--- src/rtl/plsh_pkg.sv ---
// Package for the p-stable LSH hash engine: payload structs, sizes, codes,
// controller states and the command/status structs between controller and datapath.
// No dependencies.
package plsh_pkg;

  localparam int TABLES_MAX = 16;
  localparam int FUNCS_MAX  = 8;
  localparam int DIMS_MAX   = 128;
  localparam int TW = $clog2(TABLES_MAX);
  localparam int FW = $clog2(FUNCS_MAX);
  localparam int DW = $clog2(DIMS_MAX);
  localparam int CW = TW + FW + DW;

  localparam logic [1:0] CMD_COEF   = 2'd0;
  localparam logic [1:0] CMD_WEIGHT = 2'd1;
  localparam logic [1:0] CMD_SAMPLE = 2'd2;

  localparam logic [1:0] REG_WIDTH  = 2'd0;
  localparam logic [1:0] REG_TABLES = 2'd1;
  localparam logic [1:0] REG_FUNCS  = 2'd2;
  localparam logic [1:0] REG_DIMS   = 2'd3;

  typedef struct packed {
    logic [1:0]         cmd;
    logic [3:0]         table_index;
    logic [2:0]         func_index;
    logic [6:0]         dim_index;
    logic signed [15:0] coef_value;
    logic signed [31:0] sample_value;
  } in_item_t;

  typedef struct packed {
    logic [3:0]         out_table;
    logic signed [63:0] hash_value;
    logic               last_of_point;
  } out_item_t;

  typedef enum logic [3:0] {
    ST_IDLE, ST_RD, ST_MAC, ST_DRAIN, ST_DIV_START, ST_DIV, ST_MUL, ST_ACC, ST_EMIT,
    ST_OUT
  } plsh_state_t;

  typedef struct packed {
    logic          clr_dot;
    logic          rd_en;
    logic [DW-1:0] rd_dim;
    logic [TW-1:0] rd_tab;
    logic [FW-1:0] rd_fn;
    logic          mac_en;
    logic          div_start;
    logic          mul_en;
    logic          acc_en;
    logic          clr_hash;
  } plsh_cmd_t;

  typedef struct packed {
    logic div_busy;
  } plsh_sts_t;

endpackage

--- src/rtl/plsh_controller.sv ---
// Controller state machine of the LSH hash engine: walks tables, functions
// and dimensions, sequences MAC, divider and accumulator, and emits items.
// Depends on plsh_pkg.
module plsh_controller (
  input  logic                 clk,
  input  logic                 rst_n,
  input  logic                 start,
  input  logic [4:0]           tables_in_use,
  input  logic [3:0]           funcs_in_use,
  input  logic [7:0]           dims_in_use,
  input  plsh_pkg::plsh_sts_t  sts,
  output plsh_pkg::plsh_cmd_t  cmd,
  output logic                 busy,
  output logic                 emit,
  output logic [3:0]           emit_table,
  output logic                 emit_last,
  input  logic                 emit_done
);
  import plsh_pkg::*;

  plsh_state_t state_r, state_nxt;
  logic [TW-1:0] tab_r, tab_nxt, tab_last;
  logic [FW-1:0] fn_r, fn_nxt, fn_last;
  logic [DW-1:0] dim_r, dim_nxt, dim_last;

  assign tab_last = (tables_in_use == 5'd0) ? '0 :
                    (tables_in_use > 5'(TABLES_MAX)) ? TW'(TABLES_MAX-1) :
                    TW'(tables_in_use - 5'd1);
  assign fn_last  = (funcs_in_use == 4'd0) ? '0 :
                    (funcs_in_use > 4'(FUNCS_MAX)) ? FW'(FUNCS_MAX-1) :
                    FW'(funcs_in_use - 4'd1);
  assign dim_last = (dims_in_use == 8'd0) ? '0 :
                    (dims_in_use > 8'(DIMS_MAX)) ? DW'(DIMS_MAX-1) :
                    DW'(dims_in_use - 8'd1);

  always_ff @(posedge clk) begin
    if (!rst_n) begin
      state_r <= ST_IDLE;
      tab_r   <= '0;
      fn_r    <= '0;
      dim_r   <= '0;
    end else begin
      state_r <= state_nxt;
      tab_r   <= tab_nxt;
      fn_r    <= fn_nxt;
      dim_r   <= dim_nxt;
    end
  end

  always_comb begin
    state_nxt = state_r;
    tab_nxt   = tab_r;
    fn_nxt    = fn_r;
    dim_nxt   = dim_r;
    cmd       = '0;
    cmd.rd_tab = tab_r;
    cmd.rd_fn  = fn_r;
    cmd.rd_dim = dim_r;
    case (state_r)
      ST_IDLE: begin
        if (start) begin
          tab_nxt = '0;
          fn_nxt  = '0;
          dim_nxt = '0;
          cmd.clr_dot  = 1'b1;
          cmd.clr_hash = 1'b1;
          state_nxt = ST_RD;
        end
      end
      ST_RD: begin
        cmd.rd_en = 1'b1;
        state_nxt = ST_MAC;
      end
      ST_MAC: begin
        cmd.rd_en = 1'b1;
        if (dim_r != '0) begin
          cmd.mac_en = 1'b1;
        end
        if (dim_r == dim_last) begin
          state_nxt = ST_DRAIN;
        end else begin
          dim_nxt = dim_r + 1'b1;
          cmd.rd_dim = dim_r + 1'b1;
        end
      end
      ST_DRAIN: begin
        cmd.mac_en = 1'b1;
        state_nxt = ST_DIV_START;
      end
      ST_DIV_START: begin
        state_nxt     = ST_DIV;
      end
      ST_DIV: begin
        if (!sts.div_busy) begin
          cmd.div_start = 1'b1;
          state_nxt = ST_MUL;
        end
      end
      ST_MUL: begin
        if (!sts.div_busy) begin
          cmd.mul_en = 1'b1;
          state_nxt = ST_ACC;
        end
      end
      ST_ACC: begin
        state_nxt = ST_EMIT;
      end
      ST_EMIT: begin
        cmd.acc_en = 1'b1;
        cmd.clr_dot = 1'b1;
        dim_nxt = '0;
        if (fn_r == fn_last) begin
          state_nxt = ST_OUT;
          fn_nxt = '0;
        end else begin
          fn_nxt = fn_r + 1'b1;
          state_nxt = ST_RD;
        end
      end
      ST_OUT: begin
        if (emit_done) begin
          cmd.clr_hash = 1'b1;
          if (tab_r != tab_last) begin
            tab_nxt = tab_r + 1'b1;
            state_nxt = ST_RD;
          end else begin
            state_nxt = ST_IDLE;
          end
        end
      end
      default: state_nxt = ST_IDLE;
    endcase
  end

  assign emit       = (state_r == ST_OUT);
  assign emit_table = 4'(tab_r);
  assign emit_last  = (tab_r == tab_last);
  assign busy       = (state_r != ST_IDLE);

`ifndef SYNTH
  a_start_idle: assert property (@(posedge clk) disable iff (!rst_n)
    start |-> state_r == ST_IDLE) else $error("start while busy");
  a_mul_after_div: assert property (@(posedge clk) disable iff (!rst_n)
    cmd.mul_en |-> !sts.div_busy) else $error("bucket taken mid-divide");
  a_div_after_mac: assert property (@(posedge clk) disable iff (!rst_n)
    cmd.div_start |-> $past(state_r) == ST_DIV_START || $past(state_r) == ST_DIV)
    else $error("divide started out of order");
`endif

endmodule

--- config.mk ---
export PLATFORM = sky130hd
export DESIGN_NAME = plsh_controller
export DESIGN_NICKNAME = d
export VERILOG_FILES = /design/src/rtl/plsh_pkg.sv /design/src/rtl/plsh_controller.sv
export SDC_FILE = /design/constraint.sdc
export NUM_CORES = 1
export LEC_CHECK = 0
export ABC_AREA = 1
export BUFFER_PORTS_ARGS = -buffer_cell sky130_fd_sc_hd__clkbuf_2
export CORE_MARGIN = 10
export CORE_UTILIZATION = 30
export CTS_CLUSTER_SIZE = 8
export DETAILED_ROUTE_END_ITERATION = 12
export GPL_ROUTABILITY_DRIVEN = 0
export REMOVE_ABC_BUFFERS = 1
export SLEW_MARGIN = 20
export SYNTH_ARGS = -nofsm -noshare
export SYNTH_HDL_FRONTEND = slang
export SYNTH_SLANG_ARGS = --single-unit
--- constraint.sdc ---
create_clock -name clk -period 4.2 [get_ports clk]
set_clock_uncertainty 0.2 [all_clocks]
set_input_delay 0.63 -clock clk [delete_from_list [all_inputs] [get_ports clk]]
set_output_delay 0.63 -clock clk [all_outputs]
set_load 0.1 [all_outputs]
==> metrics.cfg, run 1 <==
[detailed_routing]
met1_length_mm = 2.41
routed.top_layer = met4
drt_first_pass_iters = 5
met3WireLength_um = 238
routed-wl-met2_mm = 2.28
routed_wl_mm = 4.96
viasPerCell = 4.66
drt-initial-drc-count = 103
wl_per_cell_um = 11.3
ant_nets = 0
vias = 2046
drc = 0

[placement]
dpl_worst_slack_ns = 0.500
place_hpwl_mm = 4.11
io_buffers = 49

[clock_network]
post_cts_resized = 0
htreeDepth = 1
clk_path_buf_depth = 2
clock_latency_ns = 0.25
numClockSinks = 18
postCtsHoldBufs = 0
numCtsBuffers = 3
cts_setup_buffers = 0
cts.reportedPaths.clkPinSlew_ns = 0.07
cts_tree = yes
cts-root-buf = clkbuf_8

[setup_path]
crit_path_end_kind = output port
cp_common_cell = nand2_1
crit_fanout = 11
cp.arrival_ns = 2.87
r2r_slack_ns = 2.04
cp_num_buf_inv = 4
start_kind = input pin
path_delay_family = simple AND/OR/NAND/NOR gates
crit_chain = clkbuf_2, inv_1, ha_1, inv_1, nor2_1, nand3_2, nand2_2, nand3_1, nand3_1, nand2_1, nor2_4, nand4_1, nand2_1, nand2_1, o21ai_0, clkbuf_2
max_stage_delay_ns = 0.50
reg2reg_to = dim_r[3]
required_ns = 3.37
reg2regPathDepth = 6
r2r_start = state_r[1]
critPathKind = input pin to output port
crit_slowest_cell = clkbuf_2

[die]
fp.dieH_um = 99.6
die-area_mm2 = 0.00991
die_w_um = 99.6
ioPinCount = 50
rows = 28
start_util_pct = 31.5
coreArea_mm2 = 0.00603

[layout]
fill_cells = 679
fin_nets = 396
area_growth_pct = 18.4
insertedDiodeCount = 0
post-route-util_pct = 37.3
drive_gt1_share_pct = 19.0

[synth]
synth_area_mm2 = 0.00190
syn_area_per_cell_um2 = 5.97
netlist_instances = 318
yosysSeqAreaShare_pct = 19.0
ys_seq_elements = 18
yosys_warnings = 0
ys_types = 30

[global_routing]
grt_pass1_vias = 1911
grt_overflow = 0
grt_pass1_wl_mm = 8.52
grt_start_max_net_pins = 17
antenna_found_initial = 0
grt_usage_pct = 9.83

[power_and_ir_drop]
power_switching_uw = 717
power_density_mw_per_mm2 = 507
p_clk_share_pct = 12.5
comb_power_share_pct = 67.1
cellLeakagePower_nw = 1.26
p_int_uw = 422
seqPwrFrac_pct = 20.4
max-vdd-ir-drop_mv = 0.747
swShare_pct = 62.9

[sta]
layout_min_cycle_time_ns = 3.70
finalSetupViolations = 0
slew_headroom_pct = 33.9
slew_viol_final = 0
setup_slack_ns = 0.502
rsz0062_at_grt = no
tightest_slew_ns = 0.983
fin_crit_sh_pct = 88.0
finalHoldViolations = 0
fmax_ghz = 0.270

[job]
maxCapViolCount = 0

[run_status]
status = finished, final reports clean

[min_path]
hold_class = register to register
hold_path_end = fn_r[1]
holdPathStages = 2
min_from = fn_r[1]

## state kept, by name, indices dropped and copies added (netlist names)
name / count
state_r: 4
fn_r: 3
dim_r: 7
emit_table: 4
## tightest hold or removal path, stage by stage, from the launching register on
cell	delay [ns]
dfxtp_1	0.34
nand2_1	0.07
a21oi_1	0.05
## Yosys cell counts (all sizes together)
cell / n / area share (%)
nand2: 102 / 22
xnor2: 2 / 0.92
a22oi: 1 / 0.40
a211oi: 1 / 0.40
nand3b: 2 / 0.79
a41oi: 1 / 0.46
ha: 9 / 5.9
xor2: 14 / 6.5
clkbuf: 3 / 0.59
o21ai: 14 / 3.7
buf: 5 / 2.2
o31ai: 1 / 0.40
inv: 48 / 9.5
nor2: 29 / 7.5
nand4: 13 / 4.3
dfxtp: 18 / 19
o41ai: 1 / 0.46
nor3: 4 / 1.1
nand3: 34 / 10
a21oi: 15 / 4.0
nor4: 1 / 0.33
## per-stage QoR
stage	instance area [µm²]	setup TNS, ns	total power, mW	hold WS, ns	instances
4_1_cts	2250	0	1.15	0.320	439
5_1_grt	2250	0	1.21	0.354	439
6_report	2250	0	1.14	0.316	439
3_5_place_dp	2190	0	1.00	0.308	435
2_1_floorplan	1850	-1.27	0.865	0.288	310
3_3_place_gp	2190	0	1.00	0.307	435
## how the worst max path moves through the flow
stage,from,endpoint,slack [ns],depth (start not counted)
after floorplan,state_r[1],cmd[20],-0.43,5
after global placement,dims_in_use[0],cmd[15],0.56,16
after detailed placement,dims_in_use[0],cmd[16],0.50,16
after CTS,dims_in_use[0],cmd[16],0.49,16
after global routing,dims_in_use[0],cmd[12],0.16,16
final,dims_in_use[0],cmd[16],0.50,16
## metal layers
metal  track usage, %  up-vias
li1                 -     1113
met1             12.4      885
met2             16.1       44
met3             2.77        4
met4             2.43        0
met5                0        -
## power by group through the flow
stage	clock network [mW]	logic (mW)	registers (mW)
global route	0.154	0.819	0.237
global placement	0	0.766	0.235
floorplan	0	0.504	0.361
finish	0.143	0.764	0.232
CTS	0.149	0.769	0.232
detailed placement	0	0.769	0.236
## placed cells by master (no fill, tap or decap), drive strengths merged
cell,Yosys,final
a211oi,1,1
a21oi,15,15
a22oi,1,1
a41oi,1,1
buf,5,1
clkbuf,3,53
dfxtp,18,18
ha,9,9
inv,48,48
nand2,102,102
nand3,34,34
nand3b,2,2
nand4,13,13
nor2,29,29
nor3,4,4
nor4,1,1
o21ai,14,14
o31ai,1,1
o41ai,1,1
xnor2,2,2
xor2,14,14
## kinds of logic (layout without fill, tap and decap cells)
logic type / Yosys count / count (layout) / synth area share, %
fa+ha+maj: 9 / 9 / 5.93
flops: 18 / 18 / 19.0
xor+xnor: 16 / 16 / 7.38
buf+inv: 56 / 102 / 12.3
simple gates: 185 / 185 / 45.7
compound gates: 34 / 34 / 9.75
## layout make-up
type,count,area (µm²),area share (%)
inverter,48,180,8.01
timing repair buffer,50,253,11.2
clock buffer,4,55.1,2.45
sequential,18,360,16.0
multi-input combinational,244,1310,58.1
tap,75,93.8,4.17
Power figures use the tool's default switching activity.
==> run 2: changes to the inputs <==
==> constraint.sdc (replaced) <==
create_clock -name clk -period 3.54 [get_ports clk]
set_clock_uncertainty 0.2 [all_clocks]
set_input_delay 0.531 -clock clk [delete_from_list [all_inputs] [get_ports clk]]
set_output_delay 0.531 -clock clk [all_outputs]
set_load 0.1 [all_outputs]
==> run 2 against run 1 <==
Clock power increased by 24%. Sequential share of layout area is 0.76 points lower. Critical endpoint is now cmd[14]. First-iteration DRC count grew 23%. Wire length rose by 0.87%. Design area is 5.0% higher. Register-to-register slack lost 0.61 ns. Critical path type unchanged. Cell count grew 0.23%.
==> metrics.cfg, run 2 (synthesized netlist as in run 1, its figures left out) <==
[power_and_ir_drop]
seqPwrFrac_pct = 19.7
p_clk_share_pct = 12.7
power_switching_uw = 861
power_density_mw_per_mm2 = 589
p_int_uw = 530
p_total_mw = 1.39
max-vdd-ir-drop_mv = 0.867
cellLeakagePower_nw = 1.29
swShare_pct = 61.9
comb_power_share_pct = 67.6

[die]
rows = 28
fp.dieH_um = 99.6
ioPinCount = 50
die-area_mm2 = 0.00991
die_w_um = 99.6
coreArea_mm2 = 0.00603
start_util_pct = 31.5

[setup_path]
cp.arrival_ns = 2.51
critPathKind = input pin to output port
crit_fanout = 11
r2r_start = state_r[1]
crit_path_end_kind = output port
start_kind = input pin
critPathLaunch = dims_in_use[1]
required_ns = 2.81

[layout]
stdcell_count = 440
insertedDiodeCount = 0
fill_cells = 657
layout_commonest_cell = nand2_1
drive_gt1_share_pct = 19.2
area_growth_pct = 24.3
fin_nets = 397
largest_reg_flops = 7
final_cell_mix = 95 x nand2_1, 47 x inv_1, 42 x clkbuf_2
post-route-util_pct = 39.2
regMostFlops = dim_r

[clock_network]
numClockSinks = 18
clock_latency_ns = 0.26
cts_tree = yes
cts-root-buf = clkbuf_8
postCtsHoldBufs = 0
htreeDepth = 1
cts_setup_buffers = 0
clk_path_buf_depth = 2
post_cts_resized = 0
cts.reportedPaths.clkPinSlew_ns = 0.08
numCtsBuffers = 3

[detailed_routing]
drt-initial-drc-count = 127
wl_per_cell_um = 11.4
met1_length_mm = 2.36
routed_wl_mm = 5.00
vias = 2030
drt_first_pass_iters = 4
viasPerCell = 4.61
ant_nets = 0
met3WireLength_um = 310
routed-wl-met2_mm = 2.27
routed.top_layer = met4
drc = 0

[placement]
dpl.cell_count = 436
io_buffers = 49
place_hpwl_mm = 4.13
dpl_worst_slack_ns = 0.304

[sta]
tns_ns = 0
fmax_ghz = 0.308
slew_viol_final = 0
finalSetupViolations = 0
tightest_slew_ns = 0.924
layout_min_cycle_time_ns = 3.25
rsz0062_at_grt = no
fin_crit_sh_pct = 91.7
finalHoldViolations = 0
setup_slack_ns = 0.294
slew_headroom_pct = 37.9

[min_path]
min_from = fn_r[1]
hold_class = register to register

[global_routing]
grt_pass1_wl_mm = 8.54
grt_usage_pct = 9.83
antenna_found_initial = 0
grt_start_max_net_pins = 17
grt_pass1_vias = 1881
grt_overflow = 0

[job]
maxCapViolCount = 0

[run_status]
status = finished, final reports clean

## run 2: cell count changes in the layout (fill, tap and decap cells not counted)
cell,delta
buf_12,+7
clkbuf_2,-7
buf_4,+1
## run 2: metal layers
metal  GRT usage [%]  up-vias
met2            16.2       40
met3            2.77        8
met4            2.65        0
met1            12.1      866
met5               0        -
li1                -     1116
## run 2: power by group through the flow
| stage | sequential, mW | combinational, mW | clock [mW] |
|---|---|---|---|
| floorplan | 0.428 | 0.598 | 0 |
| global placement | 0.280 | 0.942 | 0 |
| detailed placement | 0.279 | 0.943 | 0 |
| CTS | 0.275 | 0.946 | 0.182 |
| global route | 0.281 | 1.01 | 0.190 |
| finish | 0.275 | 0.940 | 0.177 |
## run 2: final cells by class
| class | instances | area [µm²] | share of cell area [%] |
|---|---|---|---|
| flip-flops and latches | 18 | 360 | 15.3 |
| clock buffers | 4 | 55.1 | 2.33 |
| multi-input cells | 244 | 1310 | 55.3 |
| inverters | 48 | 180 | 7.63 |
| repair buffers | 51 | 365 | 15.5 |
| well taps | 75 | 93.8 | 3.97 |
## run 2: critical path, stage by stage
cell and delay, ns:
clkbuf_2 0.09, inv_1 0.07, ha_1 0.18, inv_1 0.05, nor2_1 0.10, nand3_2 0.08
nand2_2 0.18, nand3_1 0.12, nand3_1 0.10, nand2_1 0.09, nor2_4 0.21, nand3_4 0.14
nand2_1 0.08, nand2_1 0.05, nand2_1 0.07, o21ai_0 0.15, buf_12 0.21
## run 2: per-stage QoR
stage               hold WS [ns]  instance area [µm²]
global placement           0.308                 2310
floorplan                  0.288                 1850
detailed placement         0.309                 2310
CTS                        0.321                 2360
finish                     0.319                 2360
global route               0.347                 2360
## run 2: path summary, 6_finish.rpt
| path | slack [ns] | cells past startpoint | end |
|---|---|---|---|
| worst max-delay path | 0.29 | 17 | cmd[14] |
| worst max register to register | 1.43 | 6 | dim_r[6] |
| worst min-delay path | 0.32 | 2 | fn_r[1] |
| worst min register to register | 0.32 | 2 | fn_r[1] |
